## config.mk

```make
export PLATFORM = sky130hd
export DESIGN_NAME = lsn_neuron
export DESIGN_NICKNAME = d
export VERILOG_FILES = /design/src/rtl/lsn_pkg.sv /design/src/rtl/lsn_neuron.sv
export SDC_FILE = /design/constraint.sdc
export NUM_CORES = 1
export LEC_CHECK = 0
export ABC_AREA = 1
export BUFFER_PORTS_ARGS = -buffer_cell sky130_fd_sc_hd__buf_2
export CORE_ASPECT_RATIO = 1.75
export CORE_MARGIN = 4
export CORE_UTILIZATION = 60
export CTS_BUF_LIST = sky130_fd_sc_hd__clkbuf_8
export CTS_CLUSTER_DIAMETER = 120
export DETAILED_ROUTE_END_ITERATION = 12
export GPL_TIMING_DRIVEN = 1
export MAX_ROUTING_LAYER = met4
export PLACE_DENSITY = 0.79
export SYNTH_ARGS = -nofsm -noshare
export SYNTH_HDL_FRONTEND = slang
export SYNTH_SLANG_ARGS = --single-unit
```

## constraint.sdc

```tcl
create_clock -name i_clk -period 8.23 [get_ports i_clk]
set_clock_uncertainty 0.2 [all_clocks]
set_input_delay 0.4115 -clock i_clk [delete_from_list [all_inputs] [get_ports i_clk]]
set_output_delay 0.4115 -clock i_clk [all_outputs]
set_load 0.005 [all_outputs]
```

## src/rtl/lsn_pkg.sv

```systemverilog
// ----------------------------------------------------------------------------
// lsn_pkg: shared types and constants
// fixed sizes, request codes, register indexes, payload structs
// ----------------------------------------------------------------------------
`default_nettype none

package lsn_pkg;

    localparam int IN_SIZE  = 64;
    localparam int HID_SIZE = 32;
    localparam int OUT_SIZE = 16;

    localparam logic [1:0] REQ_WEIGHT = 2'd0;
    localparam logic [1:0] REQ_INPUT  = 2'd1;
    localparam logic [1:0] REQ_RESET  = 2'd2;

    localparam logic [1:0] CFG_DECAY  = 2'd0;
    localparam logic [1:0] CFG_THRESH = 2'd1;
    localparam logic [1:0] CFG_RESET  = 2'd2;

    localparam logic signed [23:0] P_MAX = 24'sh7FFFFF;
    localparam logic signed [23:0] P_MIN = -24'sh800000;

    typedef struct packed {
        logic [1:0]         req_type;
        logic               weight_layer;
        logic [5:0]         src_index;
        logic [4:0]         dst_index;
        logic signed [15:0] value;
        logic               last_input;
    } t_in_beat;

    typedef struct packed {
        logic [3:0]  predicted_class;
        logic [15:0] max_spike_count;
        logic [15:0] output_spikes;
    } t_out_beat;

    typedef struct packed {
        logic [15:0]        decay;
        logic signed [23:0] thresh;
        logic signed [23:0] rst_lvl;
    } t_cfg;

    // saturate a 26-bit signed sum to 24 bits
    function automatic logic signed [23:0] sat24(input logic signed [25:0] v);
        if (v > 26'(P_MAX)) return P_MAX;
        if (v < 26'(P_MIN)) return P_MIN;
        return v[23:0];
    endfunction

endpackage

`default_nettype wire

```

## src/rtl/lsn_neuron.sv

```systemverilog
// ----------------------------------------------------------------------------
// lsn_neuron: two-stage leak, integrate and fire datapath
// stage one registers the decay product, stage two rounds, adds and compares
// ----------------------------------------------------------------------------
`default_nettype none

module lsn_neuron
    import lsn_pkg::*;
(
    input  wire logic               i_clk,
    input  wire t_cfg               i_cfg,
    input  wire logic signed [23:0] i_pot,
    input  wire logic signed [23:0] i_cur,
    output logic signed [23:0]      o_pot,
    output logic                    o_spike
);

    logic signed [40:0] r_prod;
    logic signed [23:0] r_cur;
    logic signed [25:0] leaked;
    logic signed [23:0] sum;

    always_ff @(posedge i_clk) begin
        r_prod <= i_pot * $signed({1'b0, i_cfg.decay});
        r_cur  <= i_cur;
    end

    always_comb begin
        leaked  = 26'((r_prod + 41'sd16384) >>> 15);
        sum     = sat24(leaked + 26'(r_cur));
        o_spike = (sum >= i_cfg.thresh);
        o_pot   = o_spike ? i_cfg.rst_lvl : sum;
    end

endmodule

`default_nettype wire

```

==> After elaboration in Yosys (flattened, before gate mapping) <==
Cells that the tools add are included.
{ "word_totals": {"register_bits": 65, "out_inout_bits": 25} }
{ "classes": {"add_sub_neg": 2, "mul": 1, "magnitude_cmp": 3, "n_mux": 8} }
{ "ops": {"columns": ["op", "n"], "rows": [
  ["two-way mux 24 bit", 5],
  ["adder 41 x 16 -> 41 bit, second input constant", 1],
  ["multiplier 24 x 17 -> 41 bit", 1],
  ["adder 26 x 24 -> 26 bit", 1],
  ["greater-than comparator 26 x 24 -> 1 bit, second input constant", 1],
  ["less-than comparator 26 x 24 -> 1 bit, second input constant", 1],
  [">= comparator 24 bit", 1],
  ["two-way mux 1 bit", 3]
]} }

==> Depth between registers and ports, before layout <==
Gate-level depths: netlist of the first run.
{ "depth": {"word_depth": 9, "depth_mapped": 39} }

==> Worst setup path after synthesis of the first run <==
OpenSTA, ideal clock, no wires.
{ "synth_timing": {"path_type": "input-to-reg", "startpoint": "input i_pot[8]", "endpoint": "register r_prod[37]", "arrival_time_ps": 5560, "required_time_ps": 7958, "setup_slack_ps": 2398, "stages": 24, "path_buffers": 2, "path_cell_list": "clkbuf_1 clkbuf_1 nand2_1 fa_1 inv_1 fa_1 inv_1 fa_1 inv_1 fa_1 inv_1 fa_1 inv_1 fa_1 ha_1 nand2_1 nor2_1 inv_1 nor2_1 inv_1 nor4_1 nand3_1 nand3_1 xor2_1"} }
{ "synth_via": {"elab_chain_len": 1} }
{ "synth_rtl": {"columns": ["item", "line_no", "source"], "rows": [
  ["from (decl)", "lsn_neuron.sv:12", "input wire logic signed [23:0] i_pot,"],
  ["multiplier 24 x 17 -> 41 bit", "lsn_neuron.sv:24", "r_prod <= i_pot * $signed({1'b0, i_cfg.decay});"],
  ["to (signal assigned)", "lsn_neuron.sv:24", null],
  ["to (decl)", "lsn_neuron.sv:18", "logic signed [40:0] r_prod;"]
]} }
No other way between the ends.

==> Worst setup path after layout of the first run <==
{ "layout_timing": {"startpoint": "register r_prod[14]", "endpoint": "output o_pot[22]"} }
{ "layout_via": {"elab_chain_len": 9, "elab_cells_between_ends": 12, "cone_classes": "2 x add/sub; 3 x order compare; 7 x mux"} }
{ "layout_rtl": {"columns": ["item", "line_no", "source"], "rows": [
  ["adder 41 x 16 -> 41 bit (*)", "lsn_neuron.sv:29", "leaked = 26'((r_prod + 41'sd16384) >>> 15);"],
  ["adder 26 x 24 -> 26 bit (*)", "lsn_neuron.sv:30", "sum = sat24(leaked + 26'(r_cur));"],
  ["less-than comparator 26 x 24 -> 1 bit", "lsn_pkg.sv:48", "if (v < 26'(P_MIN)) return P_MIN;"],
  ["two-way mux 1 bit (2 in series)", "lsn_pkg.sv:48", null],
  ["two-way mux 24 bit", "lsn_pkg.sv:49", "return v[23:0];"],
  ["two-way mux 24 bit (*)", "lsn_pkg.sv:48", null],
  [">= comparator 24 bit", "lsn_neuron.sv:31", "o_spike = (sum >= i_cfg.thresh);"],
  ["two-way mux 24 bit (*)", "lsn_neuron.sv:32", "o_pot = o_spike ? i_cfg.rst_lvl : sum;"],
  ["to (decl)", "lsn_neuron.sv:14", "output logic signed [23:0] o_pot,"]
]} }
Mark *: on every way between the ends. The rest lies on a longest branch, timed or not. The select of a mux whose other input is x is not followed.

==> out/metrics.cfg, run 1 <==
[outcome]
status = finished clean

[timing]
worst_pin_slew_ps = 667
rsz0062_at_grt = no
drv_slew = 0
setup_violations = 0
clock.fmax_ghz = 0.142
slew_headroom_pct = 55.5
hold_viol = 0
fin_crit_ps = 7060
timing.final.crit_share_pct = 85.8
fin_tns_setup_ps = 0

[layout]
antenna_cells = 0
fillers = 2853
syn_to_final_growth_pct = 6.18
drive_gt1_share_pct = 7.70
final_cells = 3096
nets = 3341

[routing]
wirelength_um = 51300
drtIter0Drc = 731
drc = 0
vias_per_cell = 5.25
ant_nets = 0
wl_per_cell_um = 16.6
drtPass1Iterations = 6
route.vias.total = 16300

[placed_design]
dp_hpwl_um = 44500
routabilityCongestion = 1.02
dp.cells = 3064
port_buffers = 137

[clock_tree]
cts_resized = 0
cts_made_buffers = 5
clock_sinks = 51
cts.path.max_buffers = 2
root_buffer = clkbuf_8
cts_tree = done
postCtsSetupBuffers = 0
path_clk_slew_ps = 100
htree_levels = 2

[synth]
ys_seq_elements = 51
synth_nets = 3256
yosys.cell_types.count = 40
async_reset_ff_share_pct = 0
synth_seq_area_share_pct = 5.35
ys.flop_type = dfxtp_1
yosysTopAreaCell = fa_1
synth_edf_count = 0
syn_avg_cell_area_um2 = 7.31
synth_warnings = 0
synth_top_cell_area_share_pct = 39.4
yosys-top-cells-area = fa_1 39%, inv_1 14%, nand2_1 14%
synthCells = 2614
syn_area_um2 = 19100
synthTopCellsByCount = 733 x inv_1, 733 x nand2_1, 376 x fa_1

[setup_path]
crit_fanout = 25
cp-start-kind = register
worstPathRequired_ps = 7620
cpMaxStageDelayCell = nand2_2
slowest_delay_ps = 440
cp_common_cell = nand2_1
end_kind = output port
critPathKind = register to output port
critPathArrivalTime_ps = 6450

[min_path]
hold_path_class = primary input to register

[global_routing]
grt_usage_pct = 31.7
first_global_vias = 18000
grt_pass1_wl_um = 86000
grt-ovfl-total = 0
grt_max_degree = 26
antenna_found_initial = 0

[floorplanning]
dieArea_um2 = 34900
die_y_um = 244
fp.dieW_um = 143
fp-row-count = 86
fp.coreArea_um2 = 31400
io_pins = 138
start_util_pct = 60.8

[job]
maxCapViolCount = 0

-- logic make-up (layout without fill, tap and decap cells) --
group	after synthesis	in the layout	share of synthesized area, %
AOI/OAI and AO/OA	147	147	4.34
xor gates and xnor gates	70	70	3.21
adders and majority gates	529	529	49.4
buffers and inverters	820	906	16.3
DFF	51	51	5.35
and+or+nand+nor	997	997	21.3
-- per-layer routing --
layer,global-route usage (%),vias up,part of all wire [%]
met2,60.0,552,56
met3,2.25,202,4.0
met1,32.5,7855,34
met5,-,-,0
li1,-,7651,-
met4,15.2,0,6.0
-- what timing repair did --
action / in CTS / in global routing
endpoints found under the hold margin: 23 / 1
endpoints found under the setup margin: 0 / 0
hold buffers: 23 / 1
-- state kept, by name, summed over array words and instances (netlist names) --
name,cells
r_cur,24
r_prod,27
-- critical path, delay by kind of cell, from the launching register on --
family	cells	cell delay, ps
buf+inv	4	620
simple gates	27	3900
compound gates	2	280
flops	1	350
xor+xnor	1	140
fa+ha+maj	3	830
-- path summary, 6_finish.rpt --
check,startpoint,to,slack [ps],depth (start not counted)
setup / recovery,r_prod[14]$_DFF_P_,o_pot[22],1170,37
hold / removal,i_cur[23],r_cur[23]$_DFF_P_,520,2
-- layout make-up --
cell class | count | area, µm² | area share, %
clock buffer | 6 | 82.6 | 0.407
clock inverter | 2 | 16.3 | 0.0802
inverter | 734 | 2760 | 13.6
multi-input combinational | 1743 | 15000 | 73.8
sequential | 51 | 1020 | 5.03
tap | 396 | 495 | 2.44
timing repair buffer | 164 | 948 | 4.68
-- cell usage in the layout (no fill, tap or decap), types with 11 or more instances in the layout --
cell / instances
inv_1: 733
a21oi_1: 78
xor2_1: 46
buf_2: 137
ha_1: 153
xnor2_1: 24
nand2_1: 733
nand2_2: 41
nor2_1: 117
a21o_1: 11
o21ai_0: 29
dfxtp_1: 51
nor3_1: 12
fa_1: 376
dlygate4sd3_1: 24
nand4_1: 15
nand3_1: 54
-- metrics by stage --
step / cell area [µm²] / util [%] / hold slack, ps / setup WS (ps)
floorplan: 19100 / - / 239 / 2400
global placement: 19900 / 63.5 / 314 / 1600
detailed placement: 19900 / 63.5 / 316 / 1480
CTS: 20300 / 64.5 / 6.03 / 1090
global route: 20300 / 64.5 / 517 / 339
finish: 20300 / 64.5 / 525 / 1170
Power of run 1 is left out: the tool's default activity adds up to more than one toggle a clock period on the data nets, which glitch-free logic cannot reach.
==> run 2, diff against run 1 <==
- RECOVER_POWER: default -> 25
- clock period: 8.23 -> 6.5 ns (I/O delays scaled with it)
==> run 2 against run 1 <==
Net effect: first-iteration DRC count up 11%; global-route usage up 0.93 points; non-clock buffer count up 46; sequential share of layout area down 0.12 points; critical path depth down 1; critical path type unchanged; sequential cell count unchanged; hold slack worse by 97 ps; worst setup slack worse by 700 ps; wire length up 5.6%; count of clock-buffer cells in the layout down 1; die area unchanged; via count up 2.5%.
==> out/metrics.cfg, run 2 (synthesized netlist as in run 1, its figures left out) <==
[min_path]
hold_path_class = primary input to register  ; unchanged
hold_end = r_cur[8]$_DFF_P_  ; was r_cur[23]$_DFF_P_
holdPathStages = 2  ; unchanged
min_from = i_cur[8]  ; was i_cur[23]

[routing]
vias_per_cell = 5.30  ; was 5.25
drtIter0Drc = 809  ; was 731
ant_nets = 0  ; unchanged
wl_per_cell_um = 17.2  ; was 16.6 µm
wirelength_um = 54200  ; was 51300 µm
route.vias.total = 16700  ; was 16300
drc = 0  ; unchanged
drtPass1Iterations = 5  ; was 6

[setup_path]
cp_common_cell = nand2_1  ; unchanged
slowest_delay_ps = 400  ; was 440 ps
critPathKind = register to output port  ; unchanged
critPathArrivalTime_ps = 5500  ; was 6450 ps
end_kind = output port  ; unchanged
startpoint = r_prod[14]$_DFF_P_  ; unchanged
cp-start-kind = register  ; unchanged
cpMaxStageDelayCell = ha_2  ; was nand2_2
crit_fanout = 25  ; unchanged
worstPathRequired_ps = 5970  ; was 7620 ps

[timing]
final.setup.worst_slack_ps = 474  ; was 1170 ps
fin_tns_setup_ps = 0  ; unchanged
clock.fmax_ghz = 0.166
whs_ps = 428  ; was 525 ps
worst_pin_slew_ps = 568  ; was 667 ps
drv_slew = 0  ; unchanged
timing.final.crit_share_pct = 92.7
slew_headroom_pct = 62.2  ; was 55.5%
setup_violations = 0  ; unchanged
hold_viol = 0  ; unchanged
fin_crit_ps = 6030

[layout]
final_cell_mix = 733 x inv_1, 728 x nand2_1, 376 x fa_1, 150 x ha_1, 136 x buf_2  ; was 733 x inv_1, 733 x nand2_1, 376 x fa_1, 153 x ha_1, 137 x buf_2
antenna_cells = 0  ; unchanged
syn_to_final_growth_pct = 8.69  ; was 6.18%
drive_gt1_share_pct = 9.94  ; was 7.70%
top_regs = r_prod x27, r_cur x24  ; unchanged
largest-register = r_prod  ; unchanged
fin_util_pct = 66.1  ; was 64.5%
final_common_cell = inv_1
nets = 3388  ; was 3341
largest_reg_flops = 27  ; unchanged

[placed_design]
dp_hpwl_um = 47200  ; was 44500 µm
routabilityCongestion = 1.02  ; about the same
dpl_worst_slack_ps = 81.2  ; was 1480 ps
port_buffers = 137  ; unchanged

[outcome]
status = finished clean  ; unchanged

[floorplanning]
io_pins = 138  ; unchanged
dieArea_um2 = 34900  ; unchanged
fp.dieW_um = 143  ; unchanged
start_util_pct = 60.8  ; unchanged
fp-row-count = 86  ; unchanged
fp.coreArea_um2 = 31400  ; unchanged
die_y_um = 244  ; unchanged

[clock_tree]
cts_tree = done  ; unchanged
path_clk_slew_ps = 100  ; about the same
clock_sinks = 51  ; unchanged
cts.path.max_buffers = 2  ; unchanged
root_buffer = clkbuf_8  ; unchanged
htree_levels = 2  ; unchanged
cts_made_buffers = 5  ; unchanged

[global_routing]
grt_usage_pct = 32.7  ; was 31.7%
grt-ovfl-total = 0  ; unchanged
grt_pass1_wl_um = 87000  ; was 86000 µm
antenna_found_initial = 0  ; unchanged
grt_max_degree = 26  ; unchanged
first_global_vias = 18100  ; was 18000

[job]
maxCapViolCount = 0  ; unchanged

run 2: cell count changes in the layout (fill, tap and decap cells not counted), sizes merged:
cell      previous run  this run
inv                734       735
clkinvlp             1         0
buf                140       185
nand2              776       777
clkinv               1         2
run 2: layout make-up:
cell class / count / area [µm²]
Multi-Input combinational cell: 1744 / 15100
Fill cell: 2801 / 10700
Inverter: 734 / 2760
Timing Repair Buffer: 210 / 1300
Sequential cell: 51 / 1020
Tap cell: 396 / 495
Clock buffer: 5 / 68.8
Clock inverter: 3 / 28.8
run 2: per-stage QoR:
stage / std cells / cell area (µm²)
final: 3143 / 20800
after global placement: 3106 / 20300
after detailed placement: 3106 / 20300
after CTS: 3138 / 20600
after global routing: 3143 / 20800
after floorplan: 2614 / 19100
run 2: worst max-delay path, delay by kind of cell (launching register included):
| kind | cells | cell delay, ps |
|---|---|---|
| buf+inv | 5 | 550 |
| fa+ha+maj | 3 | 840 |
| simple gates | 27 | 3310 |
| flops | 1 | 350 |
| xor+xnor | 1 | 130 |
run 2: worst max path at each step:
| stage | to | slack [ps] | depth (start not counted) |
|---|---|---|---|
| 2_1_floorplan | r_prod[37]$_DFF_P_ | 750 | 24 |
| 4_1_cts | o_pot[13] | 80 | 33 |
| 3_3_place_gp | r_prod[38]$_DFF_P_ | 160 | 21 |
| 5_1_grt | o_pot[0] | -40 | 36 |
| 3_5_place_dp | r_prod[38]$_DFF_P_ | 80 | 21 |
| 6_report | o_pot[15] | 470 | 36 |
run 2: metal layers:
layer	track usage (%)	routed length, µm
met5	-	0
met4	21.2	4490
met3	1.51	2140
met2	61.0	30100
met1	32.1	17500
run 2: timing repair:
item | 4_1_cts | 5_1_grt
buffers inserted | 0 | 4
hold buffers | 24 | 0
endpoints found under the hold margin | 24 | 0
endpoints found under the setup margin | 0 | 26
resized for setup | 0 | 29
Power of run 2 is left out for the same reason.
==> run 3, diff against run 2 <==
==> constraint.sdc (replaced) <==
create_clock -name i_clk -period 6.5 [get_ports i_clk]
set_clock_uncertainty 0.2 [all_clocks]
set_input_delay 1.3 -clock i_clk [delete_from_list [all_inputs] [get_ports i_clk]]
set_output_delay 1.3 -clock i_clk [all_outputs]
set_load 0.005 [all_outputs]
==> run 3 against run 2 <==
Net effect: the run now ends with negative setup slack left; critical path depth is 2 higher; utilization is 12 points higher; sequential share of layout area decreased by 0.72 points; cell count rose by 7.5%; worst setup slack worse by 830 ps; count of clock-buffer cells in the layout unchanged; fmax down 12%; critical path type unchanged.
==> out/metrics.cfg, run 3 (synthesized netlist as in run 1, its figures left out) <==
[outcome]
status = finished, violations left  ; was finished clean
violations = negative setup slack

[layout]
final_common_cell = inv_1  ; unchanged
largest-register = r_prod  ; unchanged
top_regs = r_prod x27, r_cur x24  ; unchanged
syn_to_final_growth_pct = 27.7  ; was 8.69%
drive_gt1_share_pct = 25.1  ; was 9.94%
nets = 3625  ; was 3388
largest_reg_flops = 27  ; unchanged
final_cell_mix = 706 x inv_1, 662 x nand2_1, 364 x fa_1, 271 x buf_4, 112 x ha_1  ; was 733 x inv_1, 728 x nand2_1, 376 x fa_1, 150 x ha_1, 136 x buf_2
design_area_um2 = 24400  ; was 20800 µm²
antenna_cells = 0  ; unchanged

[timing]
fin_crit_ps = 6850  ; was 6030 ps
slew_headroom_pct = 62.8  ; was 62.2%
final.setup.worst_slack_ps = -351  ; was 474 ps
rsz0062_at_grt = yes
worst_pin_slew_ps = 557  ; was 568 ps
fin_tns_setup_ps = -7960  ; was 0 ps
clock.fmax_ghz = 0.146  ; was 0.166 GHz
hold_viol = 0  ; unchanged
whs_ps = 869  ; was 428 ps
timing.final.crit_share_pct = 105  ; was 92.7%
drv_slew = 0  ; unchanged
setup_violations = 27  ; was 0

[clock_tree]
hold_buffers = 0  ; was 24
root_buffer = clkbuf_8  ; unchanged
cts_tree = done  ; unchanged
path_clk_slew_ps = 100  ; about the same
cts_made_buffers = 5  ; unchanged
cts.path.max_buffers = 2  ; unchanged
htree_levels = 2  ; unchanged
clock_sinks = 51  ; unchanged

[global_routing]
grt_usage_pct = 32.2  ; was 32.7%
first_global_vias = 19200  ; was 18100
antenna_found_initial = 0  ; unchanged
grt_pass1_wl_um = 87500  ; was 87000 µm
grt-ovfl-total = 0  ; unchanged
grt_max_degree = 25  ; was 26

[min_path]
holdPathStages = 1  ; was 2
hold_path_class = primary input to register  ; unchanged
hold_end = r_cur[18]$_DFF_P_  ; was r_cur[8]$_DFF_P_
min_from = i_cur[18]  ; was i_cur[8]

[routing]
vias_per_cell = 5.39  ; was 5.30
route.vias.total = 18200  ; was 16700
wirelength_um = 61500  ; was 54200 µm
drc = 0  ; unchanged
drtPass1Iterations = 6  ; was 5
ant_nets = 0  ; unchanged
drtIter0Drc = 976  ; was 809
wl_per_cell_um = 18.2  ; was 17.2 µm

[setup_path]
worstPathRequired_ps = 5000  ; was 5970 ps
cp-start-kind = register  ; unchanged
critPathArrivalTime_ps = 5350  ; was 5500 ps
cpMaxStageDelayCell = dfxtp_2  ; was ha_2
critPathKind = register to output port  ; unchanged
end_kind = output port  ; unchanged
crit_fanout = 15  ; was 25
slowest_delay_ps = 370  ; was 400 ps

[floorplanning]
start_util_pct = 60.8  ; unchanged
io_pins = 138  ; unchanged
die_y_um = 244  ; unchanged
fp.coreArea_um2 = 31400  ; unchanged
fp-row-count = 86  ; unchanged
dieArea_um2 = 34900  ; unchanged
fp.dieW_um = 143  ; unchanged

[placed_design]
dp_hpwl_um = 46900  ; was 47200 µm
port_buffers = 137  ; unchanged
routabilityCongestion = 1.02  ; about the same
placed_area_um2 = 21900  ; was 20300 µm²

[job]
maxCapViolCount = 0  ; unchanged

## run 3: cell count changes in the layout (fill, tap and decap cells not counted), sizes merged
cell         change
clkbuf          +15
nand2            +1
buf            +245
dlygate4sd3     -24
## run 3: worst max-delay path, delay by kind of cell, from the launching register on
kind,cells,cell delay [ps]
and+or+nand+nor,27,2970
buffers and inverters,7,830
xor gates and xnor gates,1,110
DFF,1,370
adders and majority gates,3,720
## run 3: how the worst max path moves through the flow
stage / cells past startpoint / slack, ps / from / endpoint
2_1_floorplan: 22 / -7 / i_pot[18] / r_prod[37]$_DFF_P_
3_3_place_gp: 19 / -840 / i_cfg[51] / r_prod[38]$_DFF_P_
3_5_place_dp: 19 / -920 / i_cfg[50] / r_prod[38]$_DFF_P_
4_1_cts: 36 / -180 / r_prod[14]$_DFF_P_ / o_pot[3]
5_1_grt: 36 / -700 / r_prod[15]$_DFF_P_ / o_pot[17]
6_report: 38 / -350 / r_prod[15]$_DFF_P_ / o_pot[9]
## run 3: routing by layer
layer  share of wire (%)  global-route usage (%)  vias to the layer above
met2                  54                    60.8                      808
met3                 5.3                    1.80                      353
li1                    -                       -                     8233
met4                 8.7                    19.8                        0
met1                  32                    31.2                     8825
met5                   0                       -                        -
## run 3: metrics by stage
| stage | std cells | util [%] | setup WS [ps] |
|---|---|---|---|
| 2_1_floorplan | 2614 | - | -6.81 |
| 3_3_place_gp | 3313 | 69.7 | -839 |
| 3_5_place_dp | 3313 | 69.7 | -925 |
| 4_1_cts | 3333 | 71.3 | -179 |
| 5_1_grt | 3380 | 77.6 | -700 |
| 6_report | 3380 | 77.6 | -351 |
## run 3: layout make-up
type                            count  area [µm²]
Multi-Input combinational cell   1745       16300
Fill cell                        2173        7040
Timing Repair Buffer              446        3690
Inverter                          734        2770
Sequential cell                    51        1020
Tap cell                          396         495
Clock buffer                        5        68.8
Clock inverter                      3        26.3
## run 3: what timing repair did
| action | 4_1_cts | 5_1_grt |
|---|---|---|
| hold endpoints to repair | 0 | 0 |
| cloned | 3 | 11 |
| gates resized for setup | 71 | 362 |
| pin swaps | 12 | 158 |
| setup endpoints to repair | 43 | 50 |
| setup buffers | 9 | 36 |
Power of run 3 is left out for the same reason.
